**config.mk**
```make
export PLATFORM = sky130hd
export DESIGN_NAME = fuel_gauge_soc_and_status_top_flat
export DESIGN_NICKNAME = d
export VERILOG_FILES = /design/src/rtl/fgs_pkg.sv /design/src/rtl/fgs_if.sv /design/src/rtl/fgs_curve.sv /design/src/rtl/fgs_resolve.sv /design/src/rtl/fuel_gauge_soc_and_status_top.sv /design/src/flat_wrapper.sv
export VERILOG_INCLUDE_DIRS = /design/src /design/src/rtl
export SDC_FILE = /design/constraint.sdc
export NUM_CORES = 1
export LEC_CHECK = 0
export BUFFER_PORTS_ARGS = -buffer_cell sky130_fd_sc_hd__buf_2
export CORE_MARGIN = 2
export CORE_UTILIZATION = 67
export CTS_BUF_LIST = sky130_fd_sc_hd__clkbuf_4 sky130_fd_sc_hd__clkbuf_8
export DETAILED_ROUTE_END_ITERATION = 10
export PLACE_DENSITY = 0.92
export SLEW_MARGIN = 20
export SYNTH_ARGS = -nofsm -noshare
export SYNTH_HDL_FRONTEND = slang
export SYNTH_HIERARCHICAL = 1
export SYNTH_SLANG_ARGS = --single-unit
```
**constraint.sdc**
```tcl
create_clock -name clk -period 19.8 [get_ports clk]
set_clock_uncertainty 0.05 [all_clocks]
set_input_delay 1.98 -clock clk [delete_from_list [all_inputs] [get_ports clk]]
set_output_delay 1.98 -clock clk [all_outputs]
set_load 0.02 [all_outputs]
```
**src/rtl/fuel_gauge_soc_and_status_top_macros.svh**
```systemverilog
// assertion helpers shared by the gauge rtl
`ifndef FUEL_GAUGE_SOC_AND_STATUS_TOP_MACROS_SVH
`define FUEL_GAUGE_SOC_AND_STATUS_TOP_MACROS_SVH

// same-cycle implication
`define FGS_ASSERT_NOW(name, clk, rst_n, ante, cons, msg) \
	name: assert property (@(posedge clk) disable iff (!rst_n) (ante) |-> (cons)) \
		else $error(msg);

// next-cycle implication
`define FGS_ASSERT_NEXT(name, clk, rst_n, ante, cons, msg) \
	name: assert property (@(posedge clk) disable iff (!rst_n) (ante) |=> (cons)) \
		else $error(msg);

`endif

```
**src/rtl/fgs_pkg.sv**
```systemverilog
package fgs_pkg;

	localparam int VOLT_W = 23;
	localparam int PCT_W  = 7;
	localparam int STAT_W = 3;
	localparam int NUM_W  = 15;
	localparam int ZRUN_W = 4;
	localparam int IDX_W  = 2;
	localparam int CFG_W  = 7;
	localparam int OFF_W  = 7;

	localparam logic [PCT_W-1:0] PCT_MAX = 7'd100;

	localparam logic [IDX_W-1:0] REG_CURVE_MODE   = 2'd0;
	localparam logic [IDX_W-1:0] REG_FULL_LEVEL   = 2'd1;
	localparam logic [IDX_W-1:0] REG_ZERO_CONFIRM = 2'd2;

	localparam logic [PCT_W-1:0]  FULL_LEVEL_RST   = 7'd95;
	localparam logic [ZRUN_W-1:0] ZERO_CONFIRM_RST = 4'd3;

	typedef enum logic [STAT_W-1:0] {
		ST_UNKNOWN      = 3'd0,
		ST_CHARGING     = 3'd1,
		ST_NOT_CHARGING = 3'd2,
		ST_DISCHARGING  = 3'd3,
		ST_FULL         = 3'd4
	} status_t;

	typedef struct packed {
		logic              curve_mode;
		logic [PCT_W-1:0]  full_level;
		logic [ZRUN_W-1:0] zero_confirm;
	} cfg_t;

	typedef struct packed {
		logic known;
		logic present;
		logic active;
	} flags_t;

	// percent = num / 100 + offset, clamped
	typedef struct packed {
		logic [NUM_W-1:0] num;
		logic [OFF_W-1:0] offset;
	} curve_t;

endpackage

```
**src/rtl/fgs_if.sv**
```systemverilog
interface fgs_in_if;
	logic       valid;
	logic       ready;
	logic [7:0] volt_high;
	logic [7:0] volt_low;
	logic [7:0] charge_high;
	logic [7:0] charge_low;
	logic       charger_known;
	logic       charger_present;
	logic       charger_active;
	logic       battery_present;

	modport source (
		output valid, volt_high, volt_low, charge_high, charge_low,
		output charger_known, charger_present, charger_active, battery_present,
		input  ready
	);
	modport sink (
		input  valid, volt_high, volt_low, charge_high, charge_low,
		input  charger_known, charger_present, charger_active, battery_present,
		output ready
	);
endinterface

interface fgs_out_if;
	logic                        valid;
	logic                        ready;
	logic [fgs_pkg::VOLT_W-1:0]  cell_microvolts;
	logic [fgs_pkg::PCT_W-1:0]   charge_percent;
	logic [fgs_pkg::STAT_W-1:0]  supply_status;
	logic                        online;

	modport source (
		output valid, cell_microvolts, charge_percent, supply_status, online,
		input  ready
	);
	modport sink (
		input  valid, cell_microvolts, charge_percent, supply_status, online,
		output ready
	);
endinterface

interface fgs_cfg_if;
	logic                       valid;
	logic                       ready;
	logic [fgs_pkg::IDX_W-1:0]  index;
	logic [fgs_pkg::CFG_W-1:0]  data;

	modport source (output valid, index, data, input ready);
	modport sink (input valid, index, data, output ready);
endinterface

```
**src/rtl/fgs_curve.sv**
```systemverilog
module fgs_curve (
	input  logic [7:0]                 volt_high,
	input  logic [7:0]                 volt_low,
	input  logic [7:0]                 charge_high,
	input  logic [7:0]                 charge_low,
	input  logic                       curve_mode,
	output logic [fgs_pkg::VOLT_W-1:0] microvolts,
	output fgs_pkg::curve_t            curve
);
	import fgs_pkg::*;

	localparam logic [VOLT_W-1:0] VOLT_LSB_UV  = 23'd1250;
	localparam logic [NUM_W-1:0]  CHARGE_SCALE = 15'd100;
	// floor(x / 3) = (x * RECIP3) >> 17 for x below 6000
	localparam logic [15:0] RECIP3    = 16'd43691;
	// floor(x * 4 / 5) = (x * RECIP45) >> 17 for x below 18000
	localparam logic [16:0] RECIP45   = 17'd104858;
	// floor(x * 865 / 874) = (x * RECIP_ALT) >> 25 over the whole raw range
	localparam logic [25:0] RECIP_ALT = 26'd33208906;

	logic [11:0]      code;
	logic [NUM_W-1:0] cl_scaled;
	logic [NUM_W-1:0] raw;

	logic [NUM_W-1:0] adj_d;
	logic [12:0]      n_low;
	logic [28:0]      p_low;
	logic [NUM_W-1:0] d_high;
	logic [31:0]      p_high;

	logic [NUM_W-1:0] t_alt;
	logic [40:0]      p_alt;
	logic [NUM_W-1:0] adj_hi;
	logic [NUM_W-1:0] u_diff;
	logic [13:0]      p_mid;
	logic [NUM_W-1:0] adj_a;

	assign code       = {volt_high, volt_low[7:4]};
	assign microvolts = VOLT_W'(code) * VOLT_LSB_UV;

	assign cl_scaled = NUM_W'(charge_low) * CHARGE_SCALE;
	assign raw       = NUM_W'(charge_high) * CHARGE_SCALE + NUM_W'(cl_scaled[14:8]);

	// default curve
	always_comb begin
		priority if (raw >= 15'd100) begin
			adj_d = raw;
		end else if (raw >= 15'd70) begin
			adj_d = 15'd100;
		end else begin
			adj_d = '0;
		end
	end

	assign n_low  = {adj_d[10:0], 2'b00};
	assign p_low  = 29'(n_low) * 29'(RECIP3);
	assign d_high = adj_d - 15'd7600;
	assign p_high = 32'(d_high) * 32'(RECIP45);

	// alternate curve
	assign t_alt  = raw - 15'd460;
	assign p_alt  = 41'(t_alt) * 41'(RECIP_ALT);
	assign adj_hi = p_alt[39:25] + 15'd1350;
	assign u_diff = raw - 15'd60;
	assign p_mid  = 14'(u_diff[8:0]) * 14'd27;

	always_comb begin
		priority if (raw >= 15'd460) begin
			adj_a = adj_hi;
		end else begin
			adj_a = NUM_W'(p_mid[13:3]);
		end
		if (adj_a < 15'd100) begin
			adj_a = 15'd100;
		end
	end

	always_comb begin
		curve = '0;
		if (curve_mode) begin
			priority if (raw < 15'd60) begin
				curve.num = 15'd50;
			end else begin
				curve.num = adj_a + 15'd50;
			end
		end else begin
			priority if (adj_d < 15'd1500) begin
				curve.num = NUM_W'(p_low[28:17]) + 15'd50;
			end else if (adj_d < 15'd7600) begin
				curve.num    = adj_d;
				curve.offset = 7'd5;
			end else begin
				curve.num    = p_high[31:17] + 15'd50;
				curve.offset = 7'd81;
			end
		end
	end

endmodule

```
**src/rtl/fgs_resolve.sv**
```systemverilog
`include "fuel_gauge_soc_and_status_top_macros.svh"

module fgs_resolve (
	input  logic                      clk,
	input  logic                      arst_n,
	input  logic                      advance,
	input  fgs_pkg::cfg_t             cfg,
	input  fgs_pkg::curve_t           curve,
	input  fgs_pkg::flags_t           flags,
	output logic [fgs_pkg::PCT_W-1:0] percent,
	output fgs_pkg::status_t          status
);
	import fgs_pkg::*;

	// floor(x / 100) = (x * RECIP100) >> 22 for 15-bit x
	localparam logic [15:0] RECIP100 = 16'd41944;

	logic [ZRUN_W-1:0] zero_run_q;
	logic [PCT_W-1:0]  last_percent_q;

	logic [30:0]       p100;
	logic [8:0]        base;
	logic [PCT_W-1:0]  pct0;
	logic [ZRUN_W-1:0] zr_inc;
	logic [ZRUN_W-1:0] zr_next;

	assign p100 = 31'(curve.num) * 31'(RECIP100);
	assign base = p100[30:22] + 9'(curve.offset);
	assign pct0 = (base > 9'(PCT_MAX)) ? PCT_MAX : base[PCT_W-1:0];

	assign zr_inc = (zero_run_q == '1) ? zero_run_q : zero_run_q + 4'd1;

	// zero debounce in alternate mode
	always_comb begin
		percent = pct0;
		zr_next = zero_run_q;
		if (cfg.curve_mode) begin
			if (pct0 == '0) begin
				if (zr_inc >= cfg.zero_confirm) begin
					zr_next = '0;
				end else begin
					percent = last_percent_q;
					zr_next = zr_inc;
				end
			end else begin
				zr_next = '0;
			end
		end
	end

	always_comb begin
		priority if (!flags.known) begin
			status = ST_UNKNOWN;
		end else if (percent > cfg.full_level) begin
			status = ST_FULL;
		end else if (!flags.present) begin
			status = ST_DISCHARGING;
		end else if (flags.active) begin
			status = ST_CHARGING;
		end else begin
			status = ST_NOT_CHARGING;
		end
	end

	always_ff @(posedge clk or negedge arst_n) begin
		if (!arst_n) begin
			zero_run_q     <= '0;
			last_percent_q <= '0;
		end else if (advance && cfg.curve_mode) begin
			zero_run_q     <= zr_next;
			last_percent_q <= percent;
		end
	end

	`FGS_ASSERT_NEXT(a_last_tracks, clk, arst_n, advance && cfg.curve_mode, last_percent_q == $past(percent), "last percent does not follow reported word")
	`FGS_ASSERT_NEXT(a_default_holds_run, clk, arst_n, advance && !cfg.curve_mode, zero_run_q == $past(zero_run_q), "zero run changed in default mode")
	`FGS_ASSERT_NOW(a_last_in_range, clk, arst_n, 1'b1, last_percent_q <= PCT_MAX, "stored percent above full scale")

endmodule

```
**src/rtl/fuel_gauge_soc_and_status_top.sv**
```systemverilog
// Gauge sample decoder. Each sample word gives one result word: cell voltage in
// microvolts, state of charge in whole percent (default or alternate curve, the
// alternate one holding the last value until a run of zero readings confirms
// zero), a supply status code and the battery presence flag. The block takes
// one sample every cycle while its input is ready, and passes it through
// an input register, a stage that forms the raw charge and runs the curve
// multiply, and a stage that divides by 100, applies the zero debounce and
// derives the status into the result register. A result is held until taken;
// behind it up to two more samples fill the pipeline before the input stalls.
// Register writes are taken every cycle and belong to times when no sample is
// in flight.
`include "fuel_gauge_soc_and_status_top_macros.svh"

module fuel_gauge_soc_and_status_top (
	input  logic       clk,
	input  logic       arst_n,
	fgs_cfg_if.sink    cfg,
	fgs_in_if.sink     sample,
	fgs_out_if.source  result
);
	import fgs_pkg::*;

	cfg_t cfg_q;

	logic       valid_s1;
	logic [7:0] volt_high_s1;
	logic [7:0] volt_low_s1;
	logic [7:0] charge_high_s1;
	logic [7:0] charge_low_s1;
	flags_t     flags_s1;
	logic       online_s1;

	logic              valid_s2;
	curve_t            curve_s2;
	logic [VOLT_W-1:0] microvolts_s2;
	flags_t            flags_s2;
	logic              online_s2;

	logic              valid_s3;
	logic [VOLT_W-1:0] microvolts_s3;
	logic [PCT_W-1:0]  percent_s3;
	status_t           status_s3;
	logic              online_s3;

	logic              adv1;
	logic              adv2;
	logic              take_in;
	curve_t            curve_c;
	logic [VOLT_W-1:0] microvolts_c;
	logic [PCT_W-1:0]  percent_c;
	status_t           status_c;

	assign adv2         = valid_s2 && (!valid_s3 || result.ready);
	assign adv1         = valid_s1 && (!valid_s2 || adv2);
	assign sample.ready = !valid_s1 || adv1;
	assign take_in      = sample.valid && sample.ready;
	assign cfg.ready    = 1'b1;

	always_ff @(posedge clk or negedge arst_n) begin
		if (!arst_n) begin
			cfg_q.curve_mode   <= 1'b0;
			cfg_q.full_level   <= FULL_LEVEL_RST;
			cfg_q.zero_confirm <= ZERO_CONFIRM_RST;
		end else if (cfg.valid) begin
			unique case (cfg.index)
				REG_CURVE_MODE:   cfg_q.curve_mode   <= cfg.data[0];
				REG_FULL_LEVEL:   cfg_q.full_level   <= cfg.data;
				REG_ZERO_CONFIRM: cfg_q.zero_confirm <= cfg.data[ZRUN_W-1:0];
				default: ;
			endcase
		end
	end

	always_ff @(posedge clk or negedge arst_n) begin
		if (!arst_n) begin
			valid_s1 <= 1'b0;
			valid_s2 <= 1'b0;
			valid_s3 <= 1'b0;
		end else begin
			if (sample.ready) begin
				valid_s1 <= sample.valid;
			end
			if (!valid_s2 || adv2) begin
				valid_s2 <= adv1;
			end
			if (!valid_s3 || result.ready) begin
				valid_s3 <= adv2;
			end
		end
	end

	always_ff @(posedge clk) begin
		if (take_in) begin
			volt_high_s1     <= sample.volt_high;
			volt_low_s1      <= sample.volt_low;
			charge_high_s1   <= sample.charge_high;
			charge_low_s1    <= sample.charge_low;
			flags_s1.known   <= sample.charger_known;
			flags_s1.present <= sample.charger_present;
			flags_s1.active  <= sample.charger_active;
			online_s1        <= sample.battery_present;
		end
		if (adv1) begin
			curve_s2      <= curve_c;
			microvolts_s2 <= microvolts_c;
			flags_s2      <= flags_s1;
			online_s2     <= online_s1;
		end
		if (adv2) begin
			microvolts_s3 <= microvolts_s2;
			percent_s3    <= percent_c;
			status_s3     <= status_c;
			online_s3     <= online_s2;
		end
	end

	fgs_curve u_curve (
		.volt_high   (volt_high_s1),
		.volt_low    (volt_low_s1),
		.charge_high (charge_high_s1),
		.charge_low  (charge_low_s1),
		.curve_mode  (cfg_q.curve_mode),
		.microvolts  (microvolts_c),
		.curve       (curve_c)
	);

	fgs_resolve u_resolve (
		.clk     (clk),
		.arst_n  (arst_n),
		.advance (adv2),
		.cfg     (cfg_q),
		.curve   (curve_s2),
		.flags   (flags_s2),
		.percent (percent_c),
		.status  (status_c)
	);

	assign result.valid           = valid_s3;
	assign result.cell_microvolts = microvolts_s3;
	assign result.charge_percent  = percent_s3;
	assign result.supply_status   = status_s3;
	assign result.online          = online_s3;

	`FGS_ASSERT_NOW(a_pct_range, clk, arst_n, result.valid, result.charge_percent <= PCT_MAX, "result percent above full scale")
	`FGS_ASSERT_NOW(a_full_nonzero, clk, arst_n, result.valid && (result.supply_status == ST_FULL), result.charge_percent != '0, "full status with zero percent")
	`FGS_ASSERT_NOW(a_empty_takes, clk, arst_n, !valid_s1, sample.ready, "input stage empty but not ready")

endmodule

```
**src/flat_wrapper.sv**
```systemverilog
// flat-port wrapper written by rule: the top's interface ports become plain ports
module fuel_gauge_soc_and_status_top_flat import fgs_pkg::*;
  (clk, arst_n, cfg_valid, cfg_index, cfg_data, cfg_ready, sample_valid, sample_volt_high, sample_volt_low, sample_charge_high, sample_charge_low, sample_charger_known, sample_charger_present, sample_charger_active, sample_battery_present, sample_ready, result_valid, result_cell_microvolts, result_charge_percent, result_supply_status, result_online, result_ready);
  fgs_cfg_if cfg_i ();
  fgs_in_if sample_i ();
  fgs_out_if result_i ();
  input  logic clk;
  input  logic arst_n;
  input wire logic [$bits(cfg_i.valid)-1:0] cfg_valid;
  input wire logic [$bits(cfg_i.index)-1:0] cfg_index;
  input wire logic [$bits(cfg_i.data)-1:0] cfg_data;
  output wire logic [$bits(cfg_i.ready)-1:0] cfg_ready;
  input wire logic [$bits(sample_i.valid)-1:0] sample_valid;
  input wire logic [$bits(sample_i.volt_high)-1:0] sample_volt_high;
  input wire logic [$bits(sample_i.volt_low)-1:0] sample_volt_low;
  input wire logic [$bits(sample_i.charge_high)-1:0] sample_charge_high;
  input wire logic [$bits(sample_i.charge_low)-1:0] sample_charge_low;
  input wire logic [$bits(sample_i.charger_known)-1:0] sample_charger_known;
  input wire logic [$bits(sample_i.charger_present)-1:0] sample_charger_present;
  input wire logic [$bits(sample_i.charger_active)-1:0] sample_charger_active;
  input wire logic [$bits(sample_i.battery_present)-1:0] sample_battery_present;
  output wire logic [$bits(sample_i.ready)-1:0] sample_ready;
  output wire logic [$bits(result_i.valid)-1:0] result_valid;
  output wire logic [$bits(result_i.cell_microvolts)-1:0] result_cell_microvolts;
  output wire logic [$bits(result_i.charge_percent)-1:0] result_charge_percent;
  output wire logic [$bits(result_i.supply_status)-1:0] result_supply_status;
  output wire logic [$bits(result_i.online)-1:0] result_online;
  input wire logic [$bits(result_i.ready)-1:0] result_ready;
  assign cfg_i.valid = cfg_valid;
  assign cfg_i.index = cfg_index;
  assign cfg_i.data = cfg_data;
  assign cfg_ready = cfg_i.ready;
  assign sample_i.valid = sample_valid;
  assign sample_i.volt_high = sample_volt_high;
  assign sample_i.volt_low = sample_volt_low;
  assign sample_i.charge_high = sample_charge_high;
  assign sample_i.charge_low = sample_charge_low;
  assign sample_i.charger_known = sample_charger_known;
  assign sample_i.charger_present = sample_charger_present;
  assign sample_i.charger_active = sample_charger_active;
  assign sample_i.battery_present = sample_battery_present;
  assign sample_ready = sample_i.ready;
  assign result_valid = result_i.valid;
  assign result_cell_microvolts = result_i.cell_microvolts;
  assign result_charge_percent = result_i.charge_percent;
  assign result_supply_status = result_i.supply_status;
  assign result_online = result_i.online;
  assign result_i.ready = result_ready;
  fuel_gauge_soc_and_status_top u_core (.clk(clk), .arst_n(arst_n), .cfg(cfg_i), .sample(sample_i), .result(result_i));
endmodule
```
# Word-level counts from Yosys, hierarchy flattened
# Index checks and enable logic that the tools add are counted.
# totals
wordCells	96
reg_bits	143
output_inout_bits	37
input_bits	50
# op_classes
muxes	18
n_reduce_logical	18
add_sub_neg	10
n_eq_ne	3
n_bitwise	1
multipliers	8
order_cmp	10
# ops
cell	n
15-bit 2-to-1 mux	6
15-bit by 24-bit multiplier with 39-bit output, second input constant	1
7-bit 2-to-1 mux	5
15-bit by 16-bit multiplier with 31-bit output, second input constant	1
15-bit by 6-bit adder with 15-bit output, second input constant	2
15-bit by 7-bit >= comparator with 1-bit output, second input constant	2
15-bit by 13-bit multiplier with 28-bit output, second input constant	1
11-bit by 16-bit multiplier with 27-bit output, second input constant	1
8-bit by 5-bit multiplier with 13-bit output, second input constant	2
12-bit by 10-bit multiplier with 22-bit output, second input constant	1
22-bit 2-to-1 mux	1
15-bit by 11-bit adder with 15-bit output, second input constant	1
15-bit by 7-bit adder with 15-bit output	1
15-bit by 9-bit >= comparator with 1-bit output, second input constant	1
15-bit by 11-bit < comparator with 1-bit output, second input constant	1
15-bit by 13-bit < comparator with 1-bit output, second input constant	1
15-bit by 6-bit < comparator with 1-bit output, second input constant	1
15-bit by 7-bit < comparator with 1-bit output, second input constant	1
15-bit by 13-bit subtractor with 15-bit output, second input constant	1
15-bit by 9-bit subtractor with 15-bit output, second input constant	1
9-bit by 5-bit multiplier with 14-bit output, second input constant	1
12-bit by 6-bit adder with 13-bit output, second input constant	1
4-bit 2-to-1 mux	3
9-bit by 7-bit adder with 9-bit output	1
18 further kinds	30

# Logic depth before layout (Yosys ltp)
# depth
ltp_word	11
mapped_depth	63
ltp_nobuf	60

# Modules after synthesis
# Netlist, hierarchy kept.
# modules_own_cells
mod	cells_per_inst	instances	area_per_inst_um2	seq_area_each_um2
fgs_curve	2227	1	19677.6	0.0
fgs_resolve	495	1	4814.6	275.3
fuel_gauge_soc_and_status_top	160	1	4201.5	3958.8

# Worst setup path before layout
# OpenSTA, ideal clock, no wires.
# synth_path
path_kind	reg-to-reg
startpoint	register u_core.charge_low_s1[3]
endpoint	register u_core/curve_s2[18] in the netlist's numbering, data pin
path_slack_ps	5926
stages_incl_launch_ff	58
period_less_slack_ps	13874
path_buffers	3
t_arrival_ps	13553
setup_ps	271
t_required_ps	19479
path_cell_list	edfxtp_1 ha_1 ha_1 fa_1 ha_1 a21oi_1 nor2b_1 o21a_1 o21a_1 o21a_1 o21a_1 nor2_1 ha_1 a211oi_1 o21ai_1 o21ai_1 xnor2_1 inv_2 [22 not listed] o21a_1 or2_2 or2_1 a31oi_1 o2111ai_1 xnor3_1 nor2_1 or4_1 buf_2 nand2_1 ha_1 inv_1 o21a_1 nand2_1 a31o_2 a21oi_1 a41oi_1 o211ai_1
# synth_lines
element	line_no	source
from (decl)	fuel_gauge_soc_and_status_top.sv:29	logic [7:0] charge_low_s1;
from (signal assigned)	fuel_gauge_soc_and_status_top.sv:97	charge_low_s1 <= sample.charge_low;
to (signal assigned)	fuel_gauge_soc_and_status_top.sv:104	curve_s2 <= curve_c;
to (decl)	fuel_gauge_soc_and_status_top.sv:34	curve_t curve_s2;

==> flow_summary.ini <==
[run_status]
status = completed

[cts]
insertion_delay_ns = 0.52
cts_hold_buf = 0
clk_path_buf_depth = 2
htreeDepth = 4
clkTransAtPathRegs_ns = 0.09
cts-root-buf = clkbuf_8
cts_inserted_buffers = 17
postCtsSetupRepairBufs = 0
cts_resized = 0
clock-sinks = 141
tritoncts = built

[placement]
globalplace.congestion = 0.997
dp_hpwl_um = 57900
io_buffers = 81

[synth]
yosysWarnings = 6
syn_inst = 2878
mappedNetlistArea_um2 = 28600
avgSynthCellArea_um2 = 9.93

[final_layout]
syn2layout_area_growth_pct = 4.92
drive_gt1_frac = 0.0704
nNetsFinal = 3945

[global_route]
antenna_found_initial = 1
grt_pass1_vias = 23548
grt_use_total = 0.324
grt-ovfl-total = 0
grt_pass1_wl_um = 114000
grt_max_degree = 50

[setup_path]
cp_slowest_cell = xnor2_1
worst_setup_path_end_kind = register
cp.arrival_ns = 16.84
start_kind = register
path_class = register to register
max_stage_delay_ns = 0.74
cp_max_fo = 8
cp.required_ns = 20.06
crit_top_cell = ha_1

[routing]
postRouteAntennaNets = 0
vias_per_cell = 6.22
drtIter0Drc = 1792
routedWlPerCell_um = 19.7
routed_wirelength_um = 69300
num_vias = 21840
first_pass_iters = 6
drc_errors = 0

[sta]
rsz0062_at_grt = no
finalHoldViolCount = 0
slew_viol_final = 0
period_share = 0.837
tightest_slew_ns = 1.23
max_freq_mhz = 60.3
relSlewSlack = 0.158
min_period_ns = 16.58
fin_tns_setup_ns = 0
setup_viol = 0

[floorplan]
std_cell_rows = 75
start_util = 0.680
die-area_um2 = 44300
io_pins = 87
core_um2 = 42000
fp.dieH_um = 211
die_width_um = 211

[hold_path]
hold_path.class = register to register

[flow_run]
drv_cap = 0
## final timing paths
kind                                                                  end                         startpoint  cells after the start  slack, ns
hold / removal                 u_core/result.cell_microvolts[7]$_DFFE_PP_  u_core/microvolts_s2[7]$_DFFE_PP_                      0       0.38
setup reg to reg                            u_core/curve_s2[18]$_DFFE_PP_  u_core/charge_low_s1[1]$_DFFE_PP_                     57       3.22
max in group asynchronous  u_core/u_resolve/last_percent_q[2]$_DFFE_PN0P_                             arst_n                      1      17.88
min in group asynchronous  u_core/u_resolve/last_percent_q[4]$_DFFE_PN0P_                             arst_n                      1       1.40
hold reg to reg                u_core/result.cell_microvolts[7]$_DFFE_PP_  u_core/microvolts_s2[7]$_DFFE_PP_                      0       0.38
setup / recovery                            u_core/curve_s2[18]$_DFFE_PP_  u_core/charge_low_s1[1]$_DFFE_PP_                     57       3.22
## area by class of cell
cell class	count	area, µm²
fillers	2755	12100
well taps	539	674
clock buffers	17	234
clock inverters	15	153
flip-flops and latches	141	4110
inverters	614	2300
multi-input cells	2088	22000
diodes	1	2.50
repair buffers	94	503
## worst max-delay path, delay by kind of cell (launching register included)
family	cells	cell delay, ns
buf+inv	6	0.68
xor+xnor	4	2.26
simple gates	14	2.88
fa+ha+maj	14	5.96
flops	1	0.41
compound gates	19	4.13
## per-layer routing
| layer | part of all wire | global-route usage | vias up |
|---|---|---|---|
| met4 | 0.054 | 0.170 | 0 |
| li1 | - | - | 9911 |
| met5 | 0 | 0 | - |
| met3 | 0.070 | 0.0583 | 270 |
| met2 | 0.49 | 0.562 | 988 |
| met1 | 0.38 | 0.386 | 10671 |
## per-stage QoR
stage	std cells	worst slack (ns)	util	cell area (µm²)	hold slack, ns
after global placement	3476	4.43	0.704	29600	0.352
after floorplan	2881	5.93	-	28600	0.350
after detailed placement	3476	3.84	0.704	29600	0.355
after global routing	3508	2.31	0.713	30000	0.380
after CTS	3508	3.78	0.713	30000	0.377
final	3509	3.22	0.713	30000	0.375
## cells in the final DEF (no fill, tap or decap), drive strengths merged, types with 49 or more instances in the layout
cell    instances
a21oi         110
buf            94
edfxtp        115
fa            339
ha            600
inv           623
nand2          99
nand3          53
nor2          102
nor3           49
o21ai          80
xnor2         103
xor2           57
## registers in the layout (all words and copies together) (netlist names)
name and flops:
u_core/result.charge_percent 7, u_core/result.online 1, u_core/volt_low_s1 4, u_core/cfg_q 12, u_core/curve_s2 22, u_core/online_s2 1
u_core/valid_s2 1, u_core/charge_low_s1 8, u_core/result.cell_microvolts 23, u_core/result.valid 1, u_core/u_resolve/zero_run_q 4, u_core/charge_high_s1 8
u_core/online_s1 1, u_core/flags_s1 3, u_core/volt_high_s1 8, u_core/flags_s2 3, u_core/u_resolve/last_percent_q 7, u_core/valid_s1 1
u_core/microvolts_s2 23, u_core/result.supply_status 3
Power is left out: the tool's default activity adds up to more than one toggle a clock period on the data nets, which glitch-free logic cannot reach.
